===== config.mk =====
export PLATFORM = sky130hd
export DESIGN_NAME = fdc_ctrl
export DESIGN_NICKNAME = d
export VERILOG_FILES = /design/src/design/fdc_pkg.sv /design/src/design/fdc_ctrl.sv
export SDC_FILE = /design/constraint.sdc
export NUM_CORES = 1
export LEC_CHECK = 0
export ABC_AREA = 1
export BUFFER_PORTS_ARGS = -buffer_cell sky130_fd_sc_hd__buf_2
export CORE_AREA = 4 4 41 43
export DETAILED_ROUTE_END_ITERATION = 10
export DIE_AREA = 0 0 45 47
export SYNTH_ARGS = -nofsm -noshare
export SYNTH_HDL_FRONTEND = slang
export SYNTH_SLANG_ARGS = --single-unit

===== constraint.sdc =====
create_clock -name clk -period 0.94 [get_ports clk]
set_input_delay 0.188 -clock clk [delete_from_list [all_inputs] [get_ports clk]]
set_output_delay 0.188 -clock clk [all_outputs]
set_load 0.01 [all_outputs]

===== src/design/fdc_pkg.sv =====
// Shared constants and types for the factorial divisor count unit.
// No dependencies.
package fdc_pkg;
	localparam int unsigned DefMaxN = 65536;
	localparam int unsigned NWidth = 16;
	localparam int unsigned ResWidth = 30;
	localparam logic [29:0] Modulus = 30'd1000000007;

	typedef struct packed {
		logic sieve_start;
		logic query_start;
	} fdc_cmd_t;

	typedef struct packed {
		logic sieve_done;
		logic query_done;
	} fdc_status_t;
endpackage


===== src/design/fdc_ctrl.sv =====
// Request sequencer: sieve after reset, then one query at a time.
// Depends on fdc_pkg.
module fdc_ctrl (
	input  logic                 clk,
	input  logic                 arst_n,
	input  logic                 in_valid,
	output logic                 in_ready,
	output logic                 out_valid,
	input  logic                 out_ready,
	output fdc_pkg::fdc_cmd_t    cmd,
	input  fdc_pkg::fdc_status_t status
);
	import fdc_pkg::*;

	typedef enum logic [2:0] {C_START, C_SIEVE, C_IDLE, C_BUSY, C_OUT} cstate_t;
	cstate_t state_q;

	assign in_ready = (state_q == C_IDLE);
	assign out_valid = (state_q == C_OUT);
	assign cmd = '{sieve_start: state_q == C_START,
		query_start: (state_q == C_IDLE) && in_valid};

	always_ff @(posedge clk or negedge arst_n) begin
		if (!arst_n) begin
			state_q <= C_START;
		end else begin
			unique case (state_q)
				C_START: state_q <= C_SIEVE;
				C_SIEVE: if (status.sieve_done) state_q <= C_IDLE;
				C_IDLE: if (in_valid) state_q <= C_BUSY;
				C_BUSY: if (status.query_done) state_q <= C_OUT;
				C_OUT: if (out_ready) state_q <= C_IDLE;
				default: state_q <= C_START;
			endcase
		end
	end
endmodule


# After elaboration in Yosys (flattened, before gate mapping)
# Index checks and enable logic that the tools add are counted.
totals:
  register_bits: 3
  inputBits: 6
classes:
  muxes: 5
  eq_ne: 8
  reduce_logical: 3
ops:
  columns: ["cell", "count"]
  rows:
  - ["$pmux 3 s5", 1]
  - ["$mux 3", 4]
  - ["$eq 3x2->1 const B", 2]
  - ["$ne 2x2->1 const B", 3]
  - ["$reduce_and 4->1", 1]
  - ["$eq 3x1->1 const B", 1]
  - ["$eq 3x3->1 const B", 1]
  - ["$logic_not 3->1", 1]
  - ["$ne 2x1->1 const B", 1]
  - ["$logic_and 1x1->1", 1]

# Depth between registers and ports, before layout
# Gate-level depths: netlist (run 1).
logic_depth:
  depth_word: 3
  depth_mapped: 7
  mapped_depth_nobuf: 7

# Worst setup path before layout (run 1)
# No wires, ideal clock.
synth_path:
  path_kind: "register to output"
  startpoint: "register state_q[2]"
  endpoint: "output port cmd[0] in the netlist's numbering"
  path_slack_ns: -0.056
  stages_incl_launch_ff: 4
  required_ns: 0.752
  n_path_buf: 0
  arrival_ns: 0.808
  cell_sequence: "dfrtp_1 > nor2_2 > nand2_1 > nor2_1"
synth_rtl:
  columns: ["element", "line_no", "source"]
  rows:
  - ["from (decl)", "fdc_ctrl.sv:16", "cstate_t state_q;"]
  - ["from (signal assigned)", "fdc_ctrl.sv:25", "state_q <= C_START;"]
  - ["from (signal assigned)", "fdc_ctrl.sv:28", "C_START: state_q <= C_SIEVE;"]
  - ["from (signal assigned)", "fdc_ctrl.sv:29", "C_SIEVE: if (status.sieve_done) state_q <= C_IDLE;"]
  - ["to (decl)", "fdc_ctrl.sv:10", "output fdc_pkg::fdc_cmd_t cmd,"]

==> results of run 1 <==
## layout by cell type, fill, tap and decap left out, types with 3 or more instances in the layout
master	instances
nor2_4	4
inv_2	3
buf_2	8
buf_4	6
buf_6	3
clkbuf_4	3
nand2_2	3
nand2_1	7
inv_1	5
## kinds of logic (layout without fill, tap and decap cells)
kind of cell	after synthesis	count (layout)	share of synthesized area (%)
AND/OR/NAND/NOR	22	22	47.6
buffers and inverters	9	31	14.6
AO/OA/AOI/OAI	2	2	5.40
flip-flops	3	3	32.4
## per-layer routing
layer | global-route usage (%) | up-vias | share of wire (%)
li1 | - | 149 | -
met1 | 7.76 | 120 | 42
met2 | 12.7 | 5 | 55
met3 | 1.15 | 0 | 3.6
met4 | 7.02 | 0 | 0
met5 | 0 | - | 0
## cell usage after synthesis (all sizes together)
master | instances | area (µm²)
o21bai | 1 | 7.51
o21ai | 1 | 5.00
nand3 | 4 | 30.0
clkinv | 1 | 3.75
nor2 | 7 | 33.8
nand2 | 11 | 46.3
dfrtp | 3 | 75.1
inv | 8 | 30.0
## worst max-delay path: stages (launching register included)
cell and delay, ns:
dfrtp_2 0.45, nor2_4 0.12, inv_1 0.07, nor2_1 0.08, buf_2 0.13
## area by class of cell
type / instances / area, µm² / area share [%]
Multi-Input combinational cell: 24 / 173 / 37.7
Tap cell: 15 / 18.8 / 4.10
Sequential cell: 3 / 77.6 / 16.9
Clock buffer: 4 / 26.3 / 5.74
Inverter: 9 / 33.8 / 7.38
Timing Repair Buffer: 18 / 129 / 28.1
## worst paths after layout
check | from | to | slack (ns) | depth (start not counted)
worst max-delay path | state_q[0] | cmd[1] | -0.33 | 4
worst min-delay path | out_ready | state_q[2] | 0.27 | 4
worst max register to register | state_q[2] | state_q[1] | -0.17 | 6
worst min register to register | state_q[1] | state_q[2] | 0.64 | 3
max in group asynchronous | arst_n | state_q[1] | 0.54 | 2
min in group asynchronous | arst_n | state_q[2] | 0.29 | 2
## power by group through the flow
stage | Sequential [W] | Clock, W | Combinational, W
finish | 0.000307 | 0.000220 | 0.000886
global route | 0.000317 | 0.000252 | 0.000986
CTS | 0.000272 | 0.000229 | 0.000792
detailed placement | 0.000278 | 0 | 0.000624
global placement | 0.000272 | 0 | 0.000617
floorplan | 0.000260 | 0 | 0.000386
## what timing repair did
item / CTS / global route
buffers inserted: 2 / 1
pin swaps: 8 / 0
cloned: 0 / 0
endpoints found under the setup margin: 7 / 7
hold endpoints to repair: 3 / 0
gates resized for setup: 10 / 8
hold buffers: 1 / 0
## metrics by stage
step | util, % | total power (W) | worst slack, ns | setup TNS [ns] | area [µm²]
final | 35.2 | 0.00141 | -0.326 | -1.67 | 458
after global routing | 35.2 | 0.00156 | -0.414 | -2.16 | 458
after CTS | 32.7 | 0.00129 | -0.354 | -1.70 | 425
after detailed placement | 26.0 | 0.000902 | -0.137 | -0.733 | 338
after global placement | 26.0 | 0.000889 | -0.113 | -0.631 | 338
after floorplan | - | 0.000647 | -0.0256 | -0.0629 | 236
==> impl_results.md, run 1 <==
* Status: finished with violations
* Failing checks: negative setup slack
* Worst EP required at 0.75 ns
* Fin worst setup slack at -0.326 ns
* Gr ovfl total at 0
* Post-detail-place hpwl at approximately 430 µm
* Die W at ~45 µm
* Post-Layout Cell Count at 73
* Slew headroom at 89.5%
* Syn nets at 42
* Clock Power Share at between 15 and 20%
* LEAKAGE at around 0.25 nW
* Worst Max-Slew Pin Slew at around 0.16 ns
* PD cells at between 3000 and 4000 nW/µm²
* DRT iter0 DRCs at 1
* Startpoint types: register
* Initial DRT Pass Iterations at 2
* Critical path type: register to primary output
* F_max at 790 MHz
* Die Y at roughly 47 µm
* Vias in the first global route at between 300 and 400
* Hold WC Path Type: input pin to register
* Cell Rows at 13
* Synth cell types at 11
* PortBufs at 9
* Clock Tree Root: clkbuf_4
* Worst endpoint data arrival time at about 1.1 ns
* Min Tclk post-route at between 1 and 1.5 ns
* Setup crit end kind: primary output
* Synth warn at 0
* Endpoints failing hold at 0
* Register area share after synthesis at between 30 and 40%
* Internal power at slightly below 0.0008 W
* Share of cells above drive strength 1 at around two thirds
* Clk_skew at ~0.0005 ns
* Final #Nets at 65
* Clock sinks at 3
* CP Max Fanout at 4
* Final wirelength at about 640 µm
* Detail Route Antenna Nets at 0
* Final hold slack at roughly 0.27 ns
* GRT Total Usage at roughly 7.4%
* Syn avg cell area at 6.43 µm²
* RePlAce Congestion at ~0.76
* # H-tree levels at 1
* RSZ-0062 raised after global routing: yes
* Cell Area, Synth at 231 µm²
* Worst-path clk slew at roughly 0.03 ns
* Max-cap violations at 0
* Count of final setup violators at 7
* Wirelength per Cell at 8.78 µm
* Dpl cells at 65
* Seq cells post-synth at 3
* Sw power at 0.000617 W
* Peak supply drop at about 0.85 mV
* Vias/cell at 3.75
* Tcrit/Tclk final at 135%
* Most flops, register: state_q
* CTS max path bufs at 2
* Max FFs per register at 3
* Final Slew Violations at 0
* Logic pwr share at between 60% and 70%
* Number of remaining DRC errors at 0
* First-pass GRT wire length at between 1 and 1.5 mm
* Io pins at 10
* Regs by FF count: state_q x3
* TritonCTS clock tree: done
* Vias at approximately 270
* Largest net degree at the start of global routing at 6
* Synth Instances at 36
* Core ar. at 1300 µm²
* Ant diodes at 0
* Fill count at 151
* TritonCTS Buffers at 3
* Sw Share at about 44%
* Initial antenna violation count at 0
* Effective utilization at floorplan at 17.8%
* Sequential share of power at between 20% and 30%
* Die area at around 2100 µm²
* Area delta synth->final at 97.8%
* Clock latency on the worst-skew pair at 0.23 ns
Power figures use the tool's default switching activity.
==> run 2, diff against run 1 <==
==> constraint.sdc (replaced) <==
create_clock -name clk -period 0.94 [get_ports clk]
set_input_delay 0.094 -clock clk [delete_from_list [all_inputs] [get_ports clk]]
set_output_delay 0.094 -clock clk [all_outputs]
set_load 0.01 [all_outputs]
==> impl_results.md, run 2 (synthesized netlist as in run 1, its figures left out) <==
* Status: finished with violations
* Failing checks: negative setup slack
* Final wirelength at around 640 µm
* First-pass GRT wire length at between 1 and 1.5 mm
* Worst path cell trace: nor2_4, nand2_2, nor2_1, buf_2
* Endpoints failing hold at 0
* Clk_skew at about 0.0017 ns
* TritonCTS clock tree: done
* Worst-path clk slew at about 0.040 ns
* Tcrit/Tclk final at 125%
* Multi-input gate area at ~160 µm²
* Slew headroom at 90.5%
* Wirelength per Cell at between 8 and 9 µm
* # H-tree levels at 1
* GRT Total Usage at roughly 7.5%
* CTS max path bufs at 2
* Cell Rows at 13
* Crit path to: cmd[0]
* Crit Reg-Reg Endpoint: state_q[1]
* Launch point of the worst path: state_q[2]
* FF-to-FF Start: state_q[1]
* Power consumption at 0.00137 W
* Cell depth of the worst setup path at 4
* Die area at 2120 µm²
* Max FFs per register at 3
* Number of remaining DRC errors at 0
* Clock latency on the worst-skew pair at about 0.23 ns
* Vias/cell at 3.84
* CP delay by family, top: flip-flops
* Fin worst setup slack at -0.237 ns
* Regs by FF count: state_q x3
* TritonCTS Buffers at 3
* Worst Max-Slew Pin Slew at 0.143 ns
* Clock sinks at 3
* CP max stage delay at ~0.43 ns
* Die W at 45 µm
* Detail Route Antenna Nets at 0
* Final Slew Violations at 0
* Critical path type: register to primary output
* Initial antenna violation count at 0
* Area delta synth->final at 95.1%
* Worst endpoint data arrival time at about 1.1 ns
* Max-cap violations at 0
* CP max-delay cell: dfrtp_2
* Crit path buf inv count at 1
* Clock Tree Root: clkbuf_4
* DRT iter0 DRCs at 2
* PortBufs at 9
* Core ar. at around 1300 µm²
* Worst EP required at about 0.85 ns
* CP Max Fanout at 4
* PD cells at around 3000 nW/µm²
* Most flops, register: state_q
* Ant diodes at 0
* Share of cells above drive strength 1 at 63.3%
* Fin Setup TNS at -1.28 ns
* Commonest cells after routing, fill and taps aside: 9 x buf_2, 9 x buf_4, 8 x inv_1
* Hold WC Path Type: input pin to asynchronous set/reset pin
* Post-Layout Cell Count at 75
* Vias in the first global route at a little under 300
* Vias at between 200 and 300
* Peak supply drop at 0.824 mV
* Die Y at 47 µm
* Startpoint types: register
* Gr ovfl total at 0
* RePlAce Congestion at 0.677
* Seq. cell area at between 70 and 80 µm²
* Io pins at 10
* Setup crit end kind: primary output
* Post-detail-place hpwl at between 400 and 500 µm
* Fill count at 152
* F_max at between 800 and 900 MHz
* Min Tclk post-route at around 1.2 ns
* RSZ-0062 raised after global routing: yes
* Reg2reg path depth at 7
* Dpl cells at 62
* Initial DRT Pass Iterations at 2
* LEAKAGE at around 0.26 nW
* Largest net degree at the start of global routing at 6
* Effective utilization at floorplan at between 15 and 20%
* Count of final setup violators at 7
* Final Core Density at between 30% and 40%
* Flop-to-flop setup slack at -0.18 ns
* Final #Nets at 67
## run 2: changes by cell type in the layout (fill, tap and decap cells not counted), moves of 2 or more
cell,before,now
inv_1,5,8
buf_6,3,1
inv_2,3,0
buf_4,6,9
nand2_2,3,5
## run 2: area by class of cell
class / count / area share, %
clock buffer: 4 / 5.82
timing repair buffer: 20 / 29.6
multi-input combinational: 24 / 35.5
tap: 15 / 4.16
sequential: 3 / 17.5
inverter: 9 / 7.48
## run 2: worst min-delay path by stage
stage / depth (start not counted) / start / endpoint / slack, ns
finish: 2 / arst_n / state_q[1] / 0.18
global route: 2 / arst_n / state_q[1] / 0.18
CTS: 2 / arst_n / state_q[2] / 0.18
detailed placement: 1 / arst_n / state_q[0] / -0.11
global placement: 1 / arst_n / state_q[0] / -0.11
floorplan: 0 / arst_n / state_q[0] / -0.20
## run 2: where the power goes
group          leakage, nW  switching [W]  internal (W)
sequential          0.0337       0.000107      0.000199
combinational        0.216       0.000413      0.000423
clock               0.0150      0.0000680      0.000159
## run 2: worst register-to-register path: stages (launching register included)
cell     delay (ns)
dfrtp_2        0.45
buf_6          0.14
nand2_2        0.06
buf_4          0.11
buf_4          0.09
nand3_2        0.06
nand2_1        0.06
nand2_1        0.04
## run 2: through the flow
step | setup slack (ns) | hold WS [ns] | area, µm²
global route | -0.309 | 0.182 | 452
global placement | -0.110 | -0.109 | 313
detailed placement | -0.109 | -0.108 | 313
finish | -0.237 | 0.184 | 452
floorplan | -0.0238 | -0.202 | 234
CTS | -0.241 | 0.182 | 417
## run 2: metal layers
metal	global-route usage, %	up-vias	share of wire [%]
met3	1.15	0	1.6
met5	0	-	0
met4	7.02	0	0
met1	8.01	132	40
li1	-	153	-
met2	12.7	3	58
## run 2: timing repair
item,in CTS,in global routing
pin swaps,2,3
buffers inserted,5,3
setup endpoints to repair,7,7
gates resized for setup,10,3
hold buffers,1,0
gates cloned,0,0
hold endpoints to repair,3,0
==> run 3, diff against run 2 <==
Settings changed: ABC_AREA 1 to default, GPL_TIMING_DRIVEN from default to 0.
==> impl_results.md, run 3 <==
* Status: finished with violations
* Failing checks: negative setup slack
* Post-detail-place hpwl at 391 µm
* Vias at ~210
* Synth warn at 0
* Final #Nets at 42
* Gr ovfl total at 0
* PD cells at ~3100 nW/µm²
* Max-cap violations at 0
* Reg2reg path depth at 2
* Sw Share at between 30% and 40%
* HP Start: out_ready
* WHS Path Cells at 3
* Core ar. at 1300 µm²
* Syn nets at 23
* Count of final setup violators at 7
* Max FFs per register at 3
* Post-synth EDFFs at 0
* Regs by FF count: state_q x3
* Top FF cell, synth: dfrtp_1
* Worst Max-Slew Pin Slew at 0.225 ns
* Logic pwr share at between 40% and 50%
* Compound-cell area share of the yosys netlist at a little under a tenth
* Synth Instances at 17
* Vias/cell at 4.26
* Hold EP: state_q[2]
* Internal power at between 0.0007 and 0.0008 W
* Commonest cells after routing, fill and taps aside: 8 x buf_2, 3 x nor3b_1, 3 x clkbuf_4, 3 x buf_4, 3 x dfrtp_2
* Adder-cell share of the synthesized area at 0%
* Die Y at roughly 47 µm
* Slew headroom at around 85%
* Worst-path clk slew at 0.03 ns
* Multiplexer share of the synthesized area at under 10%
* LEAKAGE at 0.159 nW
* Number of remaining DRC errors at 0
* Final wirelength at around 570 µm
* Post-synthesis simple-gate area fraction at roughly two fifths
* Area delta synth->final at 91.1%
* Clock Power Share at 20.5%
* Clk_skew at around 0.0021 ns
* Initial antenna violation count at 0
* Fin area at roughly 350 µm²
* RePlAce Congestion at around 0.75
* Most flops, register: state_q
* Post-synth top area cell: dfrtp_1
* Post-synthesis xor/xnor area fraction at 0%
* First-pass GRT wire length at 1.00 mm
* CP Max Fanout at 8
* Final Slew Violations at 0
* Most common library cells after synthesis: 4 x nor3b_1, 3 x dfrtp_1, 2 x nor4bb_1
* Die W at approximately 45 µm
* Ys async rst share at 100%
* Sequential share of power at approximately 30%
* Flop-to-flop setup slack at -0.34 ns
* Fin Setup TNS at -1.71 ns
* Largest family of logic cells by synthesized area: simple AND/OR/NAND/NOR gates
* Synth cell types at 11
* Fill count at about 160
* Tcrit/Tclk final at 136%
* Vias in the first global route at between 200 and 250
* Min Tclk post-route at between 1 and 1.5 ns
* Share of cells above drive strength 1 at around 66%
* Io pins at 10
* Post-Layout Cell Count at 50
* Setup crit end kind: register
* Syn avg cell area at approximately 11 µm²
* Hold WC Path Type: input pin to register
* CTS max path bufs at 2
* Critical path type: register to register
* DRT iter0 DRCs at 0
* Clock Tree Root: clkbuf_4
* TritonCTS clock tree: done
* Initial DRT Pass Iterations at 1
* Register area share after synthesis at 41.1%
* Largest net degree at the start of global routing at 9
* PortBufs at 9
* Power consumption at around 0.0011 W
* F_max at a little under 800 MHz
* GRT Total Usage at under 10%
* Startpoint types: register
* Post-placement cell area at about 270 µm²
* Cell Area, Synth at ~180 µm²
* Yosys top cell area share at between 40% and 50%
* Top-count cell post-synth: nor3b_1
* Worst endpoint data arrival time at around 1.4 ns
* Die area at roughly 2100 µm²
* Clock latency on the worst-skew pair at between 0.2 and 0.25 ns
* Commonest non-fill, non-tap cell in the layout: buf_2
* FF-to-FF Start: state_q[1]
* Crit Reg-Reg Endpoint: state_q[1]
* Effective utilization at floorplan at approximately 14%
* Sw power at about 0.00037 W
* Seq cells post-synth at 3
* Cell Rows at 13
* Detail Route Antenna Nets at 0
* Worst EP required at 1.03 ns
* TritonCTS Buffers at 3
* Peak supply drop at roughly 0.76 mV
* Ant diodes at 0
* # H-tree levels at 1
* Ranking of synthesized cells by area: dfrtp_1 41%, nor3b_1 16%, nor4bb_1 11%
* Endpoints failing hold at 0
* Clock sinks at 3
* RSZ-0062 raised after global routing: yes
* Wirelength per Cell at between 10 and 15 µm
* Fin worst setup slack at -0.337 ns
* Dpl cells at roughly 40
-- run 3: cell count changes after synthesis, moves of 2 or more --
cell and change:
inv_1 -7, nand3_2 -2, nand2_1 -9, nor3b_1 +4, nor4bb_1 +2, nand3_1 -2, nand2_2 -2, nor2_2 -3
nor2_1 -4
-- run 3: how the worst max path moves through the flow --
stage	start	to	slack, ns	cells past startpoint
after CTS	state_q[0]	cmd[0]	-0.34	3
after floorplan	state_q[1]	state_q[1]	-0.26	2
after detailed placement	state_q[1]	state_q[1]	-0.31	2
final	state_q[1]	state_q[1]	-0.34	2
after global placement	state_q[1]	state_q[1]	-0.31	2
after global routing	state_q[1]	state_q[1]	-0.39	2
-- run 3: logic make-up after synthesis --
group / after synthesis
DFF: 3
and+or+nand+nor: 10
AOI/OAI and AO/OA: 2
buffers and inverters: 1
muxes: 1
-- run 3: layout make-up --
class	count	area (µm²)	area share, %
clock buffers	4	26.3	7.53
flip-flops and latches	3	78.8	22.6
inverters	1	3.75	1.08
repair buffers	14	95.1	27.2
well taps	15	18.8	5.38
multi-input cells	13	126	36.2
-- run 3: power groups by stage --
stage	clock network, W	registers, W	logic, W
after global placement	0	0.000343	0.000334
after detailed placement	0	0.000345	0.000341
final	0.000220	0.000331	0.000522
after global routing	0.000242	0.000354	0.000573
after CTS	0.000234	0.000325	0.000504
after floorplan	0	0.000311	0.000250
-- run 3: through the flow --
step	setup WS (ns)	util, %	hold WS (ns)
2_1_floorplan	-0.260	-	-0.202
3_3_place_gp	-0.311	20.6	-0.107
3_5_place_dp	-0.312	20.6	-0.108
4_1_cts	-0.336	26.4	0.156
5_1_grt	-0.388	26.8	0.193
6_report	-0.337	26.8	0.169
-- run 3: metal layers --
layer | vias to the layer above | global-route usage [%] | share of wire [%]
met2 | 9 | 8.47 | 42
met3 | 0 | 5.36 | 14
met5 | - | 0 | 0
met1 | 101 | 8.45 | 44
li1 | 103 | - | -
met4 | 0 | 5.26 | 0
-- run 3: critical path, stage by stage, from the launching register on --
cell and delay, ns:
dfrtp_2 0.44, nor3b_4 0.17, or4_1 0.52
-- run 3: timing repair --
| action | in CTS | in global routing |
|---|---|---|
| hold endpoints to repair | 3 | 0 |
| pin swaps | 3 | 1 |
| hold buffers | 1 | 0 |
| resized for setup | 2 | 1 |
| buffers inserted | 4 | 0 |
| setup endpoints to repair | 7 | 7 |
